## src/hdl/rwcs_pkg.sv

```systemverilog
// Shared types, constants and register map of the RGB waveform column shader.
// Depends on nothing; every other file takes what it needs by scoped names.
`timescale 1ns / 1ps

package rwcs_pkg;

   localparam int COLUMNS_DEFAULT = 4096;
   localparam int JOB_DEPTH       = 2;
   localparam int BAR_DEPTH       = 4;

   // divider geometry: color dividends reach 43 bits, height quotients 13 bits
   localparam int QUOT_W     = 13;
   localparam int DIVIDEND_W = 44;
   localparam int DIVISOR_W  = 35;

   localparam logic [7:0] GHOST_GREY = 8'd71;

   localparam int MODE_SPLIT = 0;
   localparam int MODE_SLIP  = 1;
   localparam int MODE_GHOST = 2;

   localparam logic [23:0] LOW_COLOR_RESET    = 24'hFF0000;
   localparam logic [23:0] MID_COLOR_RESET    = 24'h00FF00;
   localparam logic [23:0] HIGH_COLOR_RESET   = 24'h0000FF;
   localparam logic [47:0] GAINS_RESET        = 48'h1000_1000_1000;
   localparam logic [15:0] HEIGHT_SCALE_RESET = 16'h1000;
   localparam logic [10:0] HALF_HEIGHT_RESET  = 11'd64;
   localparam logic [2:0]  MODE_RESET         = 3'b100;

   typedef enum logic [2:0] {
      REG_LOW_COLOR,
      REG_MID_COLOR,
      REG_HIGH_COLOR,
      REG_BAND_GAINS,
      REG_GHOST_GAINS,
      REG_HEIGHT_SCALE,
      REG_HALF_HEIGHT,
      REG_MODE_FLAGS
   } reg_index_type;

   typedef struct packed {
      logic [7:0] level_low;
      logic [7:0] level_mid;
      logic [7:0] level_high;
      logic [7:0] level_all;
      logic       channel;
      logic       contributes;
      logic       column_end;
      logic       frame_start;
   } item_type;

   typedef struct packed {
      logic [11:0] column;
      logic [11:0] bar_top;
      logic [11:0] bar_bottom;
      logic [7:0]  red;
      logic [7:0]  green;
      logic [7:0]  blue;
      logic        is_ghost;
      logic        bar_channel;
      logic        last_bar;
   } bar_type;

   typedef struct packed {
      logic [1:0][7:0] peak_low;
      logic [1:0][7:0] peak_mid;
      logic [1:0][7:0] peak_high;
      logic [1:0][7:0] peak_all;
      logic [11:0]     column;
      logic            split;
      logic            slip;
   } job_type;

   typedef struct packed {
      logic [23:0] low_color;
      logic [23:0] mid_color;
      logic [23:0] high_color;
      logic [47:0] band_gains;
      logic [47:0] ghost_gains;
      logic [15:0] height_scale;
      logic [10:0] half_height;
      logic [2:0]  mode_flags;
   } cfg_type;

endpackage

```

## src/hdl/rwcs_front.sv

```systemverilog
// Front end: takes entries, tracks per-band peaks and the column counter,
// and hands a snapshot of the peaks to the job queue at column end. Uses rwcs_pkg.
`timescale 1ns / 1ps

module rwcs_front #(
   parameter int COLUMNS = rwcs_pkg::COLUMNS_DEFAULT
) (
   input  logic               clock,
   input  logic               reset,
   input  logic               push,
   input  rwcs_pkg::item_type item,
   output logic               full,
   input  logic               split_mode,
   input  logic               slip_mode,
   output logic               job_push,
   output rwcs_pkg::job_type  job,
   input  logic               job_full
);
   localparam int CW = $clog2(COLUMNS);

   logic [1:0][7:0] peak_low_ff, peak_mid_ff, peak_high_ff, peak_all_ff;
   logic [1:0][7:0] peak_low_in, peak_mid_in, peak_high_in, peak_all_in;
   logic [CW-1:0]   count_ff, col_cur, col_next;
   logic            slot, accept;

   assign full     = job_full;
   assign accept   = push & ~full;
   assign job_push = accept & item.column_end;

   always_comb begin
      slot         = split_mode & item.channel;
      peak_low_in  = peak_low_ff;
      peak_mid_in  = peak_mid_ff;
      peak_high_in = peak_high_ff;
      peak_all_in  = peak_all_ff;
      if (item.contributes) begin
         if (item.level_low > peak_low_ff[slot]) begin
            peak_low_in[slot] = item.level_low;
         end
         if (item.level_mid > peak_mid_ff[slot]) begin
            peak_mid_in[slot] = item.level_mid;
         end
         if (item.level_high > peak_high_ff[slot]) begin
            peak_high_in[slot] = item.level_high;
         end
         if (item.level_all > peak_all_ff[slot]) begin
            peak_all_in[slot] = item.level_all;
         end
      end
      col_cur  = item.frame_start ? '0 : count_ff;
      col_next = (col_cur == CW'(COLUMNS - 1)) ? '0 : col_cur + 1'b1;

      job.peak_low  = peak_low_in;
      job.peak_mid  = peak_mid_in;
      job.peak_high = peak_high_in;
      job.peak_all  = peak_all_in;
      job.column    = 12'(col_cur);
      job.split     = split_mode;
      job.slip      = slip_mode;
   end

   always_ff @(posedge clock) begin
      if (reset) begin
         peak_low_ff  <= '0;
         peak_mid_ff  <= '0;
         peak_high_ff <= '0;
         peak_all_ff  <= '0;
         count_ff     <= '0;
      end else if (accept) begin
         if (item.column_end) begin
            peak_low_ff  <= '0;
            peak_mid_ff  <= '0;
            peak_high_ff <= '0;
            peak_all_ff  <= '0;
            count_ff     <= col_next;
         end else begin
            peak_low_ff  <= peak_low_in;
            peak_mid_ff  <= peak_mid_in;
            peak_high_ff <= peak_high_in;
            peak_all_ff  <= peak_all_in;
            count_ff     <= col_cur;
         end
      end
   end

endmodule

```

## config.mk

```make
export PLATFORM = sky130hd
export DESIGN_NAME = rwcs_front
export DESIGN_NICKNAME = d
export VERILOG_FILES = /design/src/hdl/rwcs_pkg.sv /design/src/hdl/rwcs_front.sv
export SDC_FILE = /design/constraint.sdc
export NUM_CORES = 1
export LEC_CHECK = 0
export BUFFER_PORTS_ARGS = -buffer_cell sky130_fd_sc_hd__buf_4
export CAP_MARGIN = 10
export CELL_PAD_IN_SITES_DETAIL_PLACEMENT = 0
export CELL_PAD_IN_SITES_GLOBAL_PLACEMENT = 1
export CORE_MARGIN = 2
export CORE_UTILIZATION = 35
export DETAILED_ROUTE_END_ITERATION = 6
export GPL_TIMING_DRIVEN = 1
export HOLD_SLACK_MARGIN = 0.1
export PLACE_DENSITY = 0.76
export SETUP_SLACK_MARGIN = 0.3
export SYNTH_ARGS = -nofsm -noshare
export SYNTH_HDL_FRONTEND = slang
export SYNTH_SLANG_ARGS = --single-unit
```

## constraint.sdc

```tcl
create_clock -name clock -period 3.55 [get_ports clock]
set_input_delay 0.355 -clock clock [delete_from_list [all_inputs] [get_ports clock]]
set_output_delay 0.355 -clock clock [all_outputs]
set_load 0.01 [all_outputs]
```

* Yosys cells after proc, flatten, opt, wreduce, memory -nomap -nowiden
Index checks and enable logic that the tools add are counted.
** Cells by class
- $add $sub $neg :: 1
- Order comparisons :: 6
- Equal/unequal tests :: 1
- Muxes and demuxes :: 29
- Bitwise gates (word level) :: 4
- Reduce and logical (&&, ||, !) cells :: 1
** Operators with widths (number)
- two-way mux 16 bit :: 12
- two-way mux 8 bit :: 9
- bitwise mux 16 bit :: 4
- two-way mux 12 bit :: 3
- greater-than comparator 8 bit :: 4
- adder 12 x 1 -> 12 bit (second input constant) :: 1
- == test 12 bit (second input constant) :: 1
- demux 8 bit (select 1 bit) :: 1
- AND 1 bit :: 3
- < comparator 1 x 2 -> 1 bit (second input constant) :: 1
- >= comparator 1 bit (second input constant) :: 1
- logical AND 1 bit :: 1
- NOT 1 bit :: 1
** Word-level totals
- Register bits after elaboration :: 76
- Bits of input ports :: 42
- Output and inout port bits :: 80
- Word-level logic and storage cells :: 51

* Logic depth before layout (Yosys ltp)
Gate-level depths: netlist (run 1).
- Word-level depth :: 9
- Mapped depth :: 11
- Gate-level depth less buffers :: 8

* Worst setup path before layout (run 1)
No wires, ideal clock.
- Path type :: in2out
- Start point :: input port split_mode
- End point :: output port job[46] in the netlist's numbering
- Arrival :: 2.654 ns
- Required time :: 3.195 ns
- Path slack :: 0.541 ns
- Stages on the path :: 9
- Cells stage by stage :: nand2_1 -> buf_1 -> mux2i_1 -> ha_1 -> nor2b_1 -> o211ai_1 -> a21oi_1 -> o21ai_2 -> mux2_2
** RTL lines
- start: declaration :: line rwcs_front.sv:13 : input logic split_mode,
- end: declaration :: line rwcs_front.sv:16 : output rwcs_pkg::job_type job,

==> results of run 1 <==
-- synth_stat cells, types with 4 or more instances --
cell / number / area (um2)
nand2_1: 14 / 52.6
o21ai_2: 8 / 70.1
nor2_1: 20 / 75.1
nor2b_1: 12 / 75.1
ha_1: 33 / 413
nand4_1: 10 / 62.6
mux2i_1: 28 / 280
o31ai_2: 5 / 62.6
buf_4: 8 / 60.1
clkbuf_1: 4 / 15.0
nand3_1: 5 / 25.0
nand2b_1: 6 / 37.5
o211ai_1: 4 / 30.0
o31ai_1: 4 / 30.0
a22oi_1: 5 / 37.5
a32o_1: 64 / 641
buf_1: 4 / 15.0
a21oi_1: 23 / 115
buf_2: 6 / 30.0
mux2_2: 69 / 777
inv_1: 9 / 33.8
dfxtp_1: 76 / 1520
buf_6: 5 / 56.3
o21ai_0: 9 / 45.0
-- critical path: stages --
cell      delay, ps
buf_4           130
nand2_2         130
buf_12          190
mux2i_1         200
ha_1            260
nor2b_1         130
o211ai_1        220
a21oi_1         170
o21ai_2         450
mux2_2          400
buf_4           140
-- what timing repair did --
item / CTS / global route
gates resized for setup: 0 / 3
endpoints found under the setup margin: 0 / 37
endpoints found under the hold margin: 0 / 0
-- worst paths after layout --
kind                     from          endpoint  cells after the start
max                split_mode           job[50]                     11
min                  item[33]    peak_low_ff[5]                      2
max reg2reg  peak_high_ff[15]  peak_high_ff[15]                      7
min reg2reg    peak_mid_ff[0]    peak_mid_ff[0]                      1
-- final cells by class --
class | instances | area [um2] | share of cell area
clock buffers | 12 | 236 | 0.0375
clock inverters | 4 | 50.0 | 0.00794
inverters | 9 | 33.8 | 0.00536
multi-input cells | 365 | 3250 | 0.516
flip-flops and latches | 76 | 1520 | 0.241
well taps | 180 | 225 | 0.0357
repair buffers | 128 | 986 | 0.156
-- sequential cells by signal (all words and copies together), names as in the netlist --
name and flops:
count_ff 12, peak_all_ff 16, peak_high_ff 16, peak_low_ff 16, peak_mid_ff 16
-- layer usage --
layer  GRT usage  part of all wire  vias up
li1            -                 -     2123
met1       0.235              0.45     2110
met2       0.304              0.49      103
met3      0.0307             0.044       12
met4      0.0733             0.016        0
met5           0                 0        -
-- through the flow --
| stage | hold WS, ps | worst slack (ps) |
|---|---|---|
| after CTS | 275 | 409 |
| after detailed placement | 477 | 417 |
| final | 280 | 402 |
| after global routing | 279 | 235 |
| after floorplan | 453 | 541 |
| after global placement | 463 | 490 |
-- cell families (layout without fill, tap and decap cells) --
group                      Yosys count  count (layout)  share of synthesized area
AOI/OAI and AO/OA                  135             135                      0.231
xor gates and xnor gates             4               4                    0.00708
adders and majority gates           33              33                     0.0835
buffers and inverters               36             153                     0.0425
DFF                                 76              76                      0.308
muxes                               97              97                      0.214
and+or+nand+nor                     96              96                      0.115
-- cell usage in the layout (no fill, tap or decap), drive strengths merged, types with 11 or more instances in the layout --
master	count
mux2	69
nand2	14
mux2i	28
nand4	11
nor2b	13
nor2	20
buf	128
a32o	64
ha	33
a21oi	25
o21ai	19
dfxtp	76
clkbuf	12
-- report_power, final --
group	leakage [nW]	internal (mW)	switching (mW)	total (mW)
registers	0.613	0.862	0.00661	0.869
logic	1.99	0.179	0.217	0.397
clock network	0.133	0.544	0.360	0.904
==> flow_metrics.tcl, run 1 <==
set metrics [dict create \
    drc 0 \
    synth_area_per_cell_um2 10.4 \
    die_h_um 123 \
    cts_setup_buffers 0 \
    core_area_um2 13800 \
    synthArstFlopShare 0 \
    syn-num-nets 552 \
    worstSkewPairLatency_ps 340 \
    placed_area_um2 5990 \
    nFillCells 1307 \
    start_kind "input port" \
    power_mw 2.17 \
    grt_pass1_vias 4238 \
    nNetsFinal 664 \
    clock-sinks 76 \
    cellPowerDensity_nw_per_um2 344 \
    synth_flop_cell "dfxtp_1" \
    yosys_warnings 0 \
    critPathKind "input port to output port" \
    ys_types 51 \
    diodes 0 \
    synth_enable_flop_cells 0 \
    slew_headroom 0.191 \
    die_area_um2 15100 \
    endpoint_kind "output port" \
    grt_max_degree 22 \
    die_x_um 123 \
    htreeDepth 3 \
    clockRootBuffer "clkbuf_16" \
    via_per_inst 5.62 \
    rrSetupSlack_ps 920 \
    vias 4348 \
    grt_first_pass_wirelength_mm 21.7 \
    io_buffers 119 \
    drt-total-wl_mm 13.3 \
    yosysSeqAreaShare 0.308 \
    drv_slew 0 \
    synthToLayoutAreaGrowth_pct 27.4 \
    drt-pass1-iter-count 6 \
    cts_made_buffers 9 \
    finalSetupTns_ps 0 \
    ir_drop_mv 0.190 \
    drive_gt1_frac 0.406 \
    finalCriticalPeriod_ps 3150 \
    num_rows 43 \
    crit_arrival_ps 2790 \
    cts_tree "yes" \
    globalRouteOverflowTotal 0 \
    min_period_over_period 0.887 \
    maxCapViolCount 0 \
    crit_fanout 17 \
    ys_ff_latch 76 \
    antenna_found_initial 0 \
    p_leak_nw 2.74 \
    syn-cell-area_um2 4950 \
    layoutNonFillerInstCount 774 \
    final-setup-viol-count 0 \
    max_freq_ghz 0.318 \
    place_hpwl_mm 9.71 \
    ant_nets 0 \
    wl_per_cell_um 17.2 \
    hold_viol_final 0 \
    hold_buffers 0 \
    skew_ps 6.79 \
    critPathRequiredTime_ps 3190 \
    dp.cells 758 \
    gp_congestion 0.799 \
    grt_usage 0.183 \
    worstHoldPathType "input port to flop" \
    final_util 0.456 \
    initial_core_util 0.358 \
    syn_inst 477 \
    io_pins 122 \
    ctsLongestPathBuffers 2 \
    worst_pin_slew_ps 1200 \
    fin_area_um2 6300 \
    drtIter0Drc 213 \
    rsz0062_at_grt "yes" \
    status "finished clean" \
    clk_pin_slew_ps 60 \
]
Note: power is estimated with default switching activity, not from simulation.
==> run 2, diff against run 1 <==
==> constraint.sdc (replaced) <==
create_clock -name clock -period 3.55 [get_ports clock]
set_input_delay 0.71 -clock clock [delete_from_list [all_inputs] [get_ports clock]]
set_output_delay 0.71 -clock clock [all_outputs]
set_load 0.01 [all_outputs]
==> run 2 against run 1 <==
  * Sequential power about the same
  * First-iteration DRC count is 27% higher
  * Global-route usage increased by 1.2 points
  * Fmax shrank 11%
  * Flip-flop and latch count did not move
  * Total power increased by 15%
  * Critical path type unchanged
==> flow_metrics.tcl, run 2 (synthesis gave the netlist of run 1 again) <==
set metrics [dict create \
    gp_congestion 0.833 \
    die_area_um2 15100 \
    p_sw_frac 0.258 \
    slowest_stage "ha_1" \
    grt_first_pass_wirelength_mm 23.2 \
    place_hpwl_mm 9.99 \
    core_area_um2 13800 \
    hold_viol_final 0 \
    dp.cells 786 \
    crit_end "job[31]" \
    max_stage_delay_ps 320 \
    worst_pin_slew_ps 779 \
    clk_pin_slew_ps 60 \
    place_ws_ps -123 \
    critPathKind "input port to output port" \
    ff2ff_path_depth 16 \
    cellPowerDensity_nw_per_um2 334 \
    antenna_found_initial 0 \
    met1Wirelength_mm 6.54 \
    r2r_end "peak_all_ff[6]" \
    ir_drop_mv 0.259 \
    rr_startpoint "peak_all_ff[0]" \
    layout_setup_ws_ps 14.5 \
    globalRouteOverflowTotal 0 \
    route.met2.wl_mm 7.41 \
    p_comb_frac 0.219 \
    die_x_um 123 \
    pwr-share-clk 0.433 \
    drt-total-wl_mm 14.7 \
    grt_usage 0.195 \
    via_per_inst 5.57 \
    worstSkewPairLatency_ps 340 \
    htreeDepth 3 \
    start_kind "input port" \
    maxCapViolCount 0 \
    crit_fanout 6 \
    min_period_over_period 0.996 \
    cts_made_buffers 9 \
    skew_ps 5.56 \
    io_pins 122 \
    worstPathCellList "buf_12 -> nand2_8 -> buf_6 -> mux2i_1 -> ha_1 -> nand4_1 -> nor2_2 -> buf_4 -> nor2_2 -> o21ai_4 -> buf_12 -> mux2_4 -> buf_6" \
    io_buffers 119 \
    clockRootBuffer "clkbuf_16" \
    ctsLongestPathBuffers 2 \
    final-setup-viol-count 0 \
    p_leak_nw 3.33 \
    rrSetupSlack_ps 720 \
    critical_path.startpoint "split_mode" \
    layoutNonFillerInstCount 829 \
    nNetsFinal 719 \
    drt-pass1-iter-count 4 \
    vias 4621 \
    cts_tree "yes" \
    clock-sinks 76 \
    final_util 0.541 \
    final_cell_mix "buf_4, buf_6, dfxtp_1" \
    diodes 0 \
    maxUsedRoutingLayer "met4" \
    grt_max_degree 22 \
    dr_wl_met3_um 563 \
    worstHoldPathType "flop to flop" \
    grt_pass1_vias 4653 \
    initial_core_util 0.358 \
    max_freq_ghz 0.283 \
    die_h_um 123 \
    power.switching_uw 643 \
    rsz0062_at_grt "yes" \
    wl_per_cell_um 17.7 \
    drive_gt1_frac 0.492 \
    drc 0 \
    drv_slew 0 \
    ant_nets 0 \
    crit_arrival_ps 2830 \
    p_seq_frac 0.348 \
    final_common_cell "buf_4" \
    critPathRequiredTime_ps 2840 \
    p_int_mw 1.85 \
    endpoint_kind "output port" \
    slew_headroom 0.477 \
    drtIter0Drc 270 \
    status "finished clean" \
    num_rows 43 \
    finalCriticalPeriod_ps 3540 \
    synthToLayoutAreaGrowth_pct 51.2 \
]
run 2: cell types whose count changed in the layout (fill, tap and decap cells not counted), moves of 4 or more:
cell / change
nor2_1: -4
nor2_2: +4
mux2_4: +63
buf_12: +4
mux2_2: -63
buf_6: +77
a21oi_2: +8
buf_4: -29
a21oi_1: -9
run 2: layout make-up:
| class | count | area, um2 |
|---|---|---|
| Multi-Input combinational cell | 367 | 3630 |
| Clock inverter | 6 | 111 |
| Inverter | 9 | 33.8 |
| Tap cell | 180 | 225 |
| Timing Repair Buffer | 181 | 1720 |
| Fill cell | 1192 | 6350 |
| Clock buffer | 10 | 239 |
| Sequential cell | 76 | 1520 |
run 2: per-layer routing:
layer	global-route usage	vias to the layer above
li1	-	2241
met1	0.243	2258
met2	0.322	107
met3	0.0362	15
met4	0.0927	0
met5	0	-
run 2: worst min-delay path by stage:
stage                          start               end  slack [ps]  cells after the start
floorplan             peak_all_ff[0]    peak_all_ff[0]         450                      1
global placement     peak_low_ff[14]   peak_low_ff[14]         470                      1
detailed placement    peak_low_ff[6]    peak_low_ff[6]         480                      1
CTS                 peak_high_ff[10]  peak_high_ff[10]         490                      1
global route          peak_low_ff[2]    peak_low_ff[2]         520                      1
finish                peak_low_ff[4]    peak_low_ff[4]         490                      1
run 2: per-stage QoR:
step / setup TNS, ps / total power, mW / hold WS, ps / instance area, um2
final: 0 / 2.49 / 493 / 7480
after floorplan: 0 / 1.14 / 453 / 5070
after global routing: -1570 / 2.59 / 516 / 7480
after CTS: 0 / 2.49 / 494 / 7280
after detailed placement: -4760 / 1.33 / 477 / 6320
after global placement: -1020 / 1.32 / 468 / 6320
run 2: repair_timing:
item,in CTS,in global routing
hold buffers,0,0
pin swaps,20,19
endpoints found under the setup margin,64,88
hold endpoints to repair,0,0
gates resized for setup,120,39
buffers inserted,18,5
cloned,2,1
run 2: critical path: cells and delay by family:
kind | cells | cell delay [ps]
compound gates | 1 | 100
fa+ha+maj | 1 | 320
buf+inv | 5 | 680
mux | 2 | 410
simple gates | 4 | 580
run 2: power groups by stage:
stage	combinational, mW	clock, mW	sequential [mW]
after floorplan	0.254	0	0.885
after global placement	0.433	0	0.887
after detailed placement	0.443	0	0.888
after CTS	0.523	1.10	0.869
after global routing	0.586	1.14	0.870
final	0.545	1.08	0.869
