### src/hdl/rwcs_fifo.sv
// Small register-based queue, used for column jobs and for finished bars.
// Depends on nothing.
`timescale 1ns / 1ps

module rwcs_fifo #(
   parameter int WIDTH = 8,
   parameter int DEPTH = 2
) (
   input  logic             clock,
   input  logic             reset,
   input  logic             push,
   input  logic [WIDTH-1:0] wr_data,
   output logic             full,
   input  logic             pop,
   output logic [WIDTH-1:0] rd_data,
   output logic             empty
);
   localparam int AW    = (DEPTH > 1) ? $clog2(DEPTH) : 1;
   localparam int CNT_W = $clog2(DEPTH + 1);

   logic [WIDTH-1:0] mem_ff [DEPTH];
   logic [AW-1:0]    wr_ptr_ff, wr_ptr_in, rd_ptr_ff, rd_ptr_in;
   logic [CNT_W-1:0] count_ff, count_in;
   logic             do_push, do_pop;

   assign full    = (count_ff == CNT_W'(DEPTH));
   assign empty   = (count_ff == '0);
   assign do_push = push & ~full;
   assign do_pop  = pop & ~empty;
   assign rd_data = mem_ff[rd_ptr_ff];

   always_comb begin
      wr_ptr_in = wr_ptr_ff;
      rd_ptr_in = rd_ptr_ff;
      count_in  = count_ff;
      if (do_push) begin
         wr_ptr_in = (wr_ptr_ff == AW'(DEPTH - 1)) ? '0 : wr_ptr_ff + 1'b1;
      end
      if (do_pop) begin
         rd_ptr_in = (rd_ptr_ff == AW'(DEPTH - 1)) ? '0 : rd_ptr_ff + 1'b1;
      end
      case ({do_push, do_pop})
         2'b10:   count_in = count_ff + 1'b1;
         2'b01:   count_in = count_ff - 1'b1;
         default: count_in = count_ff;
      endcase
   end

   always_ff @(posedge clock) begin
      if (reset) begin
         wr_ptr_ff <= '0;
         rd_ptr_ff <= '0;
         count_ff  <= '0;
      end else begin
         wr_ptr_ff <= wr_ptr_in;
         rd_ptr_ff <= rd_ptr_in;
         count_ff  <= count_in;
      end
   end

   always_ff @(posedge clock) begin
      if (do_push) begin
         mem_ff[wr_ptr_ff] <= wr_data;
      end
   end

endmodule

### config.mk
export PLATFORM = sky130hd
export DESIGN_NAME = rwcs_fifo
export DESIGN_NICKNAME = d
export VERILOG_FILES = /design/src/hdl/rwcs_fifo.sv
export SDC_FILE = /design/constraint.sdc
export NUM_CORES = 1
export LEC_CHECK = 0
export BUFFER_PORTS_ARGS = -buffer_cell sky130_fd_sc_hd__buf_2
export CORE_UTILIZATION = 44
export DETAILED_ROUTE_END_ITERATION = 8
export GPL_TIMING_DRIVEN = 0
export PLACE_DENSITY_LB_ADDON = 0.15
export SLEW_MARGIN = 30
export SYNTH_ARGS = -nofsm -noshare
export SYNTH_HDL_FRONTEND = slang
export SYNTH_SLANG_ARGS = --single-unit
### constraint.sdc
create_clock -name clock -period 1.5 [get_ports clock]
set_clock_uncertainty 0.15 [all_clocks]
set_input_delay 0.3 -clock clock [delete_from_list [all_inputs] [get_ports clock]]
set_output_delay 0.3 -clock clock [all_outputs]
set_load 0.1 [all_outputs]
# After elaboration in Yosys (flattened, before gate mapping)
# Memory sizes are Yosys's and may differ from the RTL's. A register that Yosys moved wholly into a read port is not among the register bits.
# Cells that the tools add are included.
[word_totals]
input_bits = 12
out_inout_bits = 10
memories = 1
mem_bits_rw = 16
reg_bits = 4
[memory_table]
columns = ["name", "depth", "word_bits", "rd", "rd_ports_with_merged_regs", "write_ports", "line", "text"]
rows = [
  ["mem_ff", 2, 8, 1, 1, 1, "21", "logic [WIDTH-1:0] mem_ff [DEPTH];"],
]
[op_classes]
bitwise = 4
eq_ne = 3
muxes = 7
reduce_logical = 2
n_addsub = 4
[op_table]
columns = ["op", "n"]
rows = [
  ["$mux W1", 6],
  ["$eq A2 B2 Y1 const B", 2],
  ["$pmux W2 S2", 1],
  ["$add A1 B1 Y1 const B", 2],
  ["$add A2 B1 Y2 const B", 1],
  ["$and A1 B1 Y1", 2],
  ["$eq A2 B1 Y1 const B", 1],
  ["$logic_not A2 Y1", 1],
  ["$not A1 Y1", 2],
  ["$reduce_bool A2 Y1", 1],
  ["$sub A2 B1 Y2 const B", 1],
]

# Logic depth before layout (Yosys ltp)
# Gate-level depths: netlist of the first run.
[depth]
word_depth = 5
depth_mapped = 6
ltp_nobuf = 6

# Least setup slack after synthesis of the first run
# Ideal clock, no wire load.
[synth_path]
path_kind = "reg-to-output"
startpoint = "register count_ff[1]"
endpoint = "output port empty"
required_time_ns = 1.050
stages_incl_launch_ff = 2
path_slack_ns = -0.546
t_arrival_ns = 1.596
path_cell_list = "dfxtp_1 -> nor2_1"
[synth_via]
elab_chain_cells = 1
[synth_rtl]
columns = ["item", "line", "text"]
rows = [
  ["start, declared", "23", "logic [CNT_W-1:0] count_ff, count_in;"],
  ["start signal, assigned", "57", "count_ff <= count_in;"],
  ["$logic_not A2 Y1", "27", "assign empty = (count_ff == '0);"],
  ["end, declared", "16", "output logic empty"],
]
# Every way passes these cells.

==> impl_results.md, run 1 <==
* Final Util at between 70% and 80%
* Die height at 44.6 um
* Die width at 44.6 um
* Area Overhead vs Synth at 53.8%
* Clock slew seen by the registers of the worst setup and hold paths at 0.11 ns
* Crit-path cells: mux2_4 > buf_12
* PortBufs at 21
* CTS tree: yes
* First-pass GRT wire length at 2020 um
* Kind of cell adding the most delay to the critical path: flip-flops
* Mean Syn Cell Area at 15.7 um^2
* Nets at just over 90
* CP Max Fanout at 8
* I/O pins at 22
* RSZ-0062 raised after global routing: true
* RR Startpoint: count_ff[0]$_SDFFE_PP0P_
* Final Setup Violations at 11
* Mux contribution to synthesized area at 11.3%
* Slew Limit Headroom at 84.9%
* Final Wtd Congestion at 0.715
* H-tree depth at 1
* GRT Overall Usage at between 10% and 20%
* Mapped Cells at 51
* Reg2Reg Depth at 6
* CP required at 1.05 ns
* Post-Syn Area at ~800 um^2
* Tcrit/Tclk final at 113%
* Adder-cell share of the synthesized area at roughly 1.6%
* Antenna cells at 0
* Iteration-0 DRC Markers at 8
* Tightest Hold Check Type: input pin to register
* DIE AREA at 1990 um^2
* Hold_sp: wr_data[7]
* Largest net degree at the start of global routing at 13
* Worst path arrival time at 1.25 ns
* Largest family of logic cells by synthesized area: multiplexers
* Max-Cap Viols at 0
* CTS root buffer: clkbuf_4
* CP Class: register to output pin
* Hold Violations, Final at 0
* Synth warn at 0
* Vias/cell at 4.82
* Layout cell share with drive strength beyond 1 at 62.3%
* Actual slew at the worst max-slew pin at 0.224 ns
* CP Buf/Inv Count at 1
* Fmax at roughly 600 MHz
* Clock Latency Late Sink at just under 0.3 ns
* Max incr delay on CP at 0.45 ns
* Wire per inst at 13.1 um
* TritonCTS Buffers at 3
* Compound-Gate Fraction of Synth Area at about 3.4%
* Post-route cell area at 1230 um^2
* Cell Rows at 15
* Number of stages on the worst setup path at 2
* Initial antenna violation count at 0
* Initial core utilization at 46.7%
* Final worst slack at -0.199 ns
* Flops & latches, synth at 21
* RR Endpoint: count_ff[1]$_SDFFE_PP0P_
* Post-synthesis xor/xnor area fraction at about 3.3%
* Critical-path top delay cell: dfxtp_4
* Antenna Nets Post-Route at 0
* Crit path capture: rd_data[2]
* DRT Pass-1 Iters at 4
* Drt drc at 0
* DPL Wire Length at 857 um
* # fillers at 111
* Cts hold-fix bufs at 0
* Drt total wl at 1340 um
* DR vias at 492
* Clk sink count at 21
* CP Capture Type: output pin
* Violated checks: negative setup slack
* Flop-to-flop setup slack at -0.04 ns
* Status: complete, but fails checks
* Syn nets at 64
* Post-synth cell types at 17
* Clock Tree Buf Depth at 2
* Post-synthesis simple-gate area fraction at 5.80%
* Seq/Total Area, Yosys at 72.7%
* Startpoint type of the worst setup path: register
* Cell Area, Placed at 982 um^2
* Grt total ovfl at 0
* Area of the core at around 1700 um^2
* Pins Over Slew Limit at 0
* Number of global-route vias before repair at approximately 480
* Fin crit period at 1.70 ns
layout by cell type, fill, tap and decap left out, types with 2 or more instances in the layout:
master	count
dfxtp_4	2
inv_8	2
edfxtp_1	16
dfxtp_1	2
o21ai_0	2
nor2_1	3
buf_2	11
xnor2_1	2
buf_12	10
buf_4	2
clkbuf_4	3
mux2_4	8
registers in the layout, indices dropped and copies added, names as in the netlist, named ones only:
signal	flops
mem_ff	16
count_ff	2
wr_ptr_ff	1
rd_ptr_ff	1
synthesized netlist by cell type:
| cell | number | share of area (%) |
|---|---|---|
| edfxtp_1 | 16 | 60 |
| inv_1 | 2 | 0.94 |
| nor2_1 | 4 | 1.9 |
| nand2_1 | 1 | 0.47 |
| dfxtp_1 | 5 | 13 |
| nand2b_2 | 1 | 1.1 |
| inv_2 | 1 | 0.47 |
| o21ai_0 | 2 | 1.3 |
| xnor2_1 | 2 | 2.2 |
| xor2_1 | 1 | 1.1 |
| o21a_1 | 1 | 0.94 |
| mux2_2 | 8 | 11 |
| clkbuf_1 | 1 | 0.47 |
| a21oi_1 | 2 | 1.3 |
| and3_1 | 1 | 0.78 |
| or3_1 | 2 | 1.6 |
| ha_1 | 1 | 1.6 |
per-stage QoR:
step                      hold WS (ns)  setup WS (ns)  TNS [ns]  instances
after floorplan                  0.212        -0.0979    -0.865         51
after global placement           0.327         -0.297     -2.32         97
after detailed placement         0.341         -0.299     -2.38         97
final                           0.0346         -0.199     -1.68        102
after global routing            0.0136         -0.251     -2.47        102
after CTS                       0.0260         -0.218     -2.04        100
logic make-up after synthesis:
family	after synthesis
simple gates	9
buf+inv	4
xor+xnor	3
mux	8
compound gates	5
fa+ha+maj	1
flops	21
what timing repair did:
action	4_1_cts	5_1_grt
pin swaps	2	0
setup buffers	0	2
endpoints found under the setup margin	19	19
resized for setup	53	3
per-layer routing:
metal	vias up	share of wire [%]	GRT usage, %
met2	11	56	24.7
li1	236	-	-
met4	0	1.3	7.27
met1	243	40	18.3
met5	-	0	0
met3	2	3.6	4.08
worst min path at each step:
stage,end,depth (start not counted)
floorplan,count_ff[1]$_SDFFE_PP0P_,1
detailed placement,mem_ff[1][1]$_DFFE_PP_,1
global route,mem_ff[0][7]$_DFFE_PP_,1
CTS,mem_ff[1][1]$_DFFE_PP_,1
finish,mem_ff[0][7]$_DFFE_PP_,1
global placement,wr_ptr_ff$_SDFFE_PP0N_,2
layout make-up:
| type | count | area, um^2 | share of cell area (%) |
|---|---|---|---|
| clock buffer | 3 | 22.5 | 1.83 |
| clock inverter | 1 | 5.00 | 0.408 |
| inverter | 3 | 26.3 | 2.14 |
| multi-input combinational | 26 | 283 | 23.0 |
| sequential | 21 | 589 | 48.0 |
| tap | 25 | 31.3 | 2.55 |
| timing repair buffer | 23 | 270 | 22.0 |
Power of run 1 is left out: the tool's default activity adds up to more than one toggle a clock period on the data nets, which glitch-free logic cannot reach.
==> run 2, diff against run 1 <==
--- a/config.mk
+++ b/config.mk
@@ -10,6 +10,7 @@
 export DETAILED_ROUTE_END_ITERATION = 8
 export GPL_TIMING_DRIVEN = 0
 export PLACE_DENSITY_LB_ADDON = 0.15
+export SKIP_CTS_REPAIR_TIMING = 1
 export SLEW_MARGIN = 30
 export SYNTH_ARGS = -nofsm -noshare
 export SYNTH_HDL_FRONTEND = slang
==> impl_results.md, run 2 (synthesis results as in run 1) <==
* Status: complete, but fails checks
* Violated checks: negative setup slack
* Crit-path cells: mux2_4 > buf_12
* Wire per inst at between 10 and 15 um
* CTS root buffer: clkbuf_4
* Pins Over Slew Limit at 0
* DR vias at approximately 500
* Die height at ~45 um
* Antenna cells at 0
* Final Setup Violations at 19
* PortBufs at 21
* Drt drc at 0
* Clock Tree Buf Depth at 2
* # fillers at 108
* Dpl cells at between 90 and 100
* CP Class: register to output pin
* Startpoint type of the worst setup path: register
* Vias/cell at approximately 4.8
* Iteration-0 DRC Markers at 12
* TritonCTS Buffers at 3
* Area of the core at 1710 um^2
* First-pass GRT wire length at 1750 um
* DIE AREA at 1990 um^2
* Tightest Hold Check Type: input pin to register
* Area Overhead vs Synth at 58.3%
* H-tree depth at 1
* Fin crit period at ~1.7 ns
* Commonest non-fill, non-tap cells in the layout: edfxtp_1 (16), buf_2 (11), buf_12 (11)
* CP Capture Type: output pin
* Layout Cells excl Fill at around 110
* Initial core utilization at 46.7%
* Max-Cap Viols at 0
* Max incr delay on CP at 0.45 ns
* Largest net degree at the start of global routing at 13
* I/O pins at 22
* Clock Latency Late Sink at around 0.29 ns
* Final worst slack at -0.198 ns
* DPL Wire Length at between 800 and 900 um
* CP required at 1.05 ns
* Top Registers: mem_ff x16, count_ff x2
* Die width at 44.6 um
* RSZ-0062 raised after global routing: true
* CP Max Fanout at 8
* Post-route cell area at 1260 um^2
* Worst path arrival time at 1.25 ns
* Initial antenna violation count at 0
* DRT Pass-1 Iters at 4
* Largest Register: mem_ff
* Grt total ovfl at 0
* Dpl ws at -0.299 ns
* Max reg flops at 16
* Layout cell share with drive strength beyond 1 at 62.5%
* Antenna Nets Post-Route at 0
* Slew Limit Headroom at 73.3%
* Area of the multi-input gates at 282 um^2
* Critical-path top delay cell: dfxtp_4
* Sequential cell area at between 500 and 600 um^2
* Clock slew seen by the registers of the worst setup and hold paths at between 0.1 and 0.15 ns
* Hold Violations, Final at 0
* Drt total wl at 1470 um
* Clk sink count at 21
* Commonest non-fill, non-tap cell in the layout: edfxtp_1
* Number of global-route vias before repair at 423
* Actual slew at the worst max-slew pin at 0.400 ns
* Cell Area, Placed at around 1000 um^2
* Nets at 94
* Final Wtd Congestion at 0.715
* Fmax at ~590 MHz
* GRT Overall Usage at 13.0%
* Cell Rows at 15
* Tcrit/Tclk final at 113%
* CTS tree: yes
## run 2: critical path, delay by kind of cell, from the launching register on
| kind | cells | cell delay, ns |
|---|---|---|
| buffers and inverters | 1 | 0.17 |
| DFF | 1 | 0.45 |
| muxes | 1 | 0.33 |
## run 2: metrics by stage
stage	setup TNS (ns)	util [%]	hold WS, ns
detailed placement	-2.38	57.5	0.341
finish	-2.40	74.0	0.0306
global route	-3.19	74.0	0.0174
CTS	-5.64	59.1	0.0260
floorplan	-0.865	-	0.212
global placement	-2.32	57.5	0.327
## run 2: path summary, 6_finish.rpt
kind | slack, ns | cells past startpoint | startpoint | endpoint
worst max register to register | -0.12 | 6 | count_ff[0]$_SDFFE_PP0P_ | count_ff[1]$_SDFFE_PP0P_
worst max-delay path | -0.20 | 2 | register | rd_data[7]
worst min register to register | 0.36 | 2 | wr_ptr_ff$_SDFFE_PP0N_ | wr_ptr_ff$_SDFFE_PP0N_
worst min-delay path | 0.03 | 1 | wr_data[1] | mem_ff[1][1]$_DFFE_PP_
## run 2: cell type report
cell class              count  share of cell area [%]
inverters                   3                    2.08
well taps                  25                    2.48
clock inverters             1                   0.396
clock buffers               3                    1.78
repair buffers             26                    24.2
multi-input cells          26                    22.3
flip-flops and latches     21                    46.8
## run 2: routing by layer
layer	global-route usage (%)	share of wire [%]	vias up
met5	0	0	-
met4	7.27	2.0	0
met3	4.08	3.3	4
met2	20.0	55	13
met1	16.2	39	242
li1	-	-	244
Power of run 2 is left out for the same reason.
==> run 3, diff against run 2 <==
--- a/config.mk
+++ b/config.mk
@@ -8,8 +8,8 @@
 export BUFFER_PORTS_ARGS = -buffer_cell sky130_fd_sc_hd__buf_2
 export CORE_UTILIZATION = 44
 export DETAILED_ROUTE_END_ITERATION = 8
-export GPL_TIMING_DRIVEN = 0
 export PLACE_DENSITY_LB_ADDON = 0.15
+export REMOVE_ABC_BUFFERS = 1
 export SKIP_CTS_REPAIR_TIMING = 1
 export SLEW_MARGIN = 30
 export SYNTH_ARGS = -nofsm -noshare
==> impl_results.md, run 3 (synthesis results as in run 1) <==
* Status: complete, but fails checks
* Violated checks: negative setup slack
* Final worst slack at -0.218 ns
* Hold_ws at about 0.024 ns
* Dpl cells at 105
* GRT Overall Usage at 14.8%
* Fmax at 582 MHz
* Die width at 44.6 um
* Drt total wl at 1380 um
* Cell Rows at 15
* Area Overhead vs Synth at 62.4%
* Layout Cells excl Fill at around 110
* Die height at roughly 45 um
* Wire per inst at around 12 um
* Largest net degree at the start of global routing at 13
* Drt drc at 0
* DRT Pass-1 Iters at 4
* CTS tree: yes
* Clock slew seen by the registers of the worst setup and hold paths at about 0.11 ns
* PortBufs at 21
* Critical-path top delay cell: dfxtp_2
* CP Max Fanout at 5
* Fin crit period at 1.72 ns
* CP Class: register to output pin
* Hold Violations, Final at 0
* Area of the multi-input gates at 263 um^2
* Number of global-route vias before repair at 460
* Antenna Nets Post-Route at 0
* DR vias at 522
* Top Registers: mem_ff x16, count_ff x2
* Max incr delay on CP at 0.36 ns
* Area of the core at about 1700 um^2
* Setup TNS at -1.82 ns
* Grt total ovfl at 0
* DIE AREA at between 1500 and 2000 um^2
* Layout cell share with drive strength beyond 1 at 62.1%
* Clock Tree Buf Depth at 2
* Final Setup Violations at 11
* Max reg flops at 16
* Antenna cells at 0
* Largest Register: mem_ff
* RSZ-0062 raised after global routing: true
* DPL Wire Length at 935 um
* CTS root buffer: clkbuf_4
* First-pass GRT wire length at 1950 um
* Pins Over Slew Limit at 0
* # fillers at 114
* Initial antenna violation count at 0
* Slew Limit Headroom at 71.4%
* Max-Cap Viols at 0
* Nets at 101
* Final Wtd Congestion at around 0.66
* Iteration-0 DRC Markers at 7
* H-tree depth at 1
* CP Buf/Inv Count at 2
* Startpoint type of the worst setup path: register
* Tightest Hold Check Type: input pin to register
* Initial core utilization at between 40% and 50%
* I/O pins at 22
* Worst path arrival time at 1.27 ns
* Sequential cell area at 587 um^2
* Crit-path cells: buf_6 > mux2_4 > buf_12
* TritonCTS Buffers at 3
* Kind of cell adding the most delay to the critical path: flip-flops
* Commonest non-fill, non-tap cells in the layout: edfxtp_1 (16), buf_2 (11), buf_12 (11)
* Clock Latency Late Sink at 0.30 ns
* Tcrit/Tclk final at 115%
* Clk sink count at 21
* CP Capture Type: output pin
* CP required at 1.05 ns
* Actual slew at the worst max-slew pin at between 0.4 and 0.5 ns
* Commonest non-fill, non-tap cell in the layout: edfxtp_1
* Vias/cell at 4.66
## run 3: changes by cell type in the layout (fill, tap and decap cells not counted), sizes merged
cell  change
buf       +7
## run 3: area by class of cell
| type | count | area share (%) |
|---|---|---|
| Sequential cell | 21 | 45.3 |
| Multi-Input combinational cell | 26 | 20.3 |
| Clock inverter | 1 | 0.386 |
| Inverter | 3 | 0.869 |
| Tap cell | 25 | 2.41 |
| Timing Repair Buffer | 33 | 29.1 |
| Clock buffer | 3 | 1.74 |
## run 3: routing by layer
layer  vias to the layer above  part of all wire [%]  track usage (%)  wire [um]
li1                        257                     -                -          -
met4                         0                   1.7             9.09         23
met5                         -                     0                0          0
met1                       246                    44             17.1        603
met2                        17                    49             23.5        680
met3                         2                   5.1             5.31         71
## run 3: final timing paths
path / to / slack, ns / startpoint / depth (start not counted)
setup / recovery: rd_data[6] / -0.22 / register / 3
setup reg to reg: count_ff[1]$_SDFFE_PP0P_ / -0.03 / count_ff[1]$_SDFFE_PP0P_ / 5
hold reg to reg: wr_ptr_ff$_SDFFE_PP0N_ / 0.35 / wr_ptr_ff$_SDFFE_PP0N_ / 2
hold / removal: mem_ff[0][1]$_DFFE_PP_ / 0.02 / wr_data[1] / 1
## run 3: metrics by stage
| stage | instance area [um^2] | worst slack [ns] | util [%] |
|---|---|---|---|
| after floorplan | 795 | -0.546 | - |
| after global placement | 1040 | -0.0276 | 61.0 |
| after detailed placement | 1040 | -0.0478 | 61.0 |
| after CTS | 1070 | -0.371 | 62.6 |
| after global routing | 1300 | -0.263 | 75.9 |
| final | 1300 | -0.218 | 75.9 |
## run 3: worst reg2reg max path: cells and delay by family, from the launching register on
| family | cells | cell delay, ns |
|---|---|---|
| AND/OR/NAND/NOR | 1 | 0.30 |
| adder cells (fa/ha/maj) | 1 | 0.18 |
| XOR/XNOR | 1 | 0.12 |
| flip-flops | 1 | 0.38 |
| AO/OA/AOI/OAI | 2 | 0.34 |
Power of run 3 is left out for the same reason.
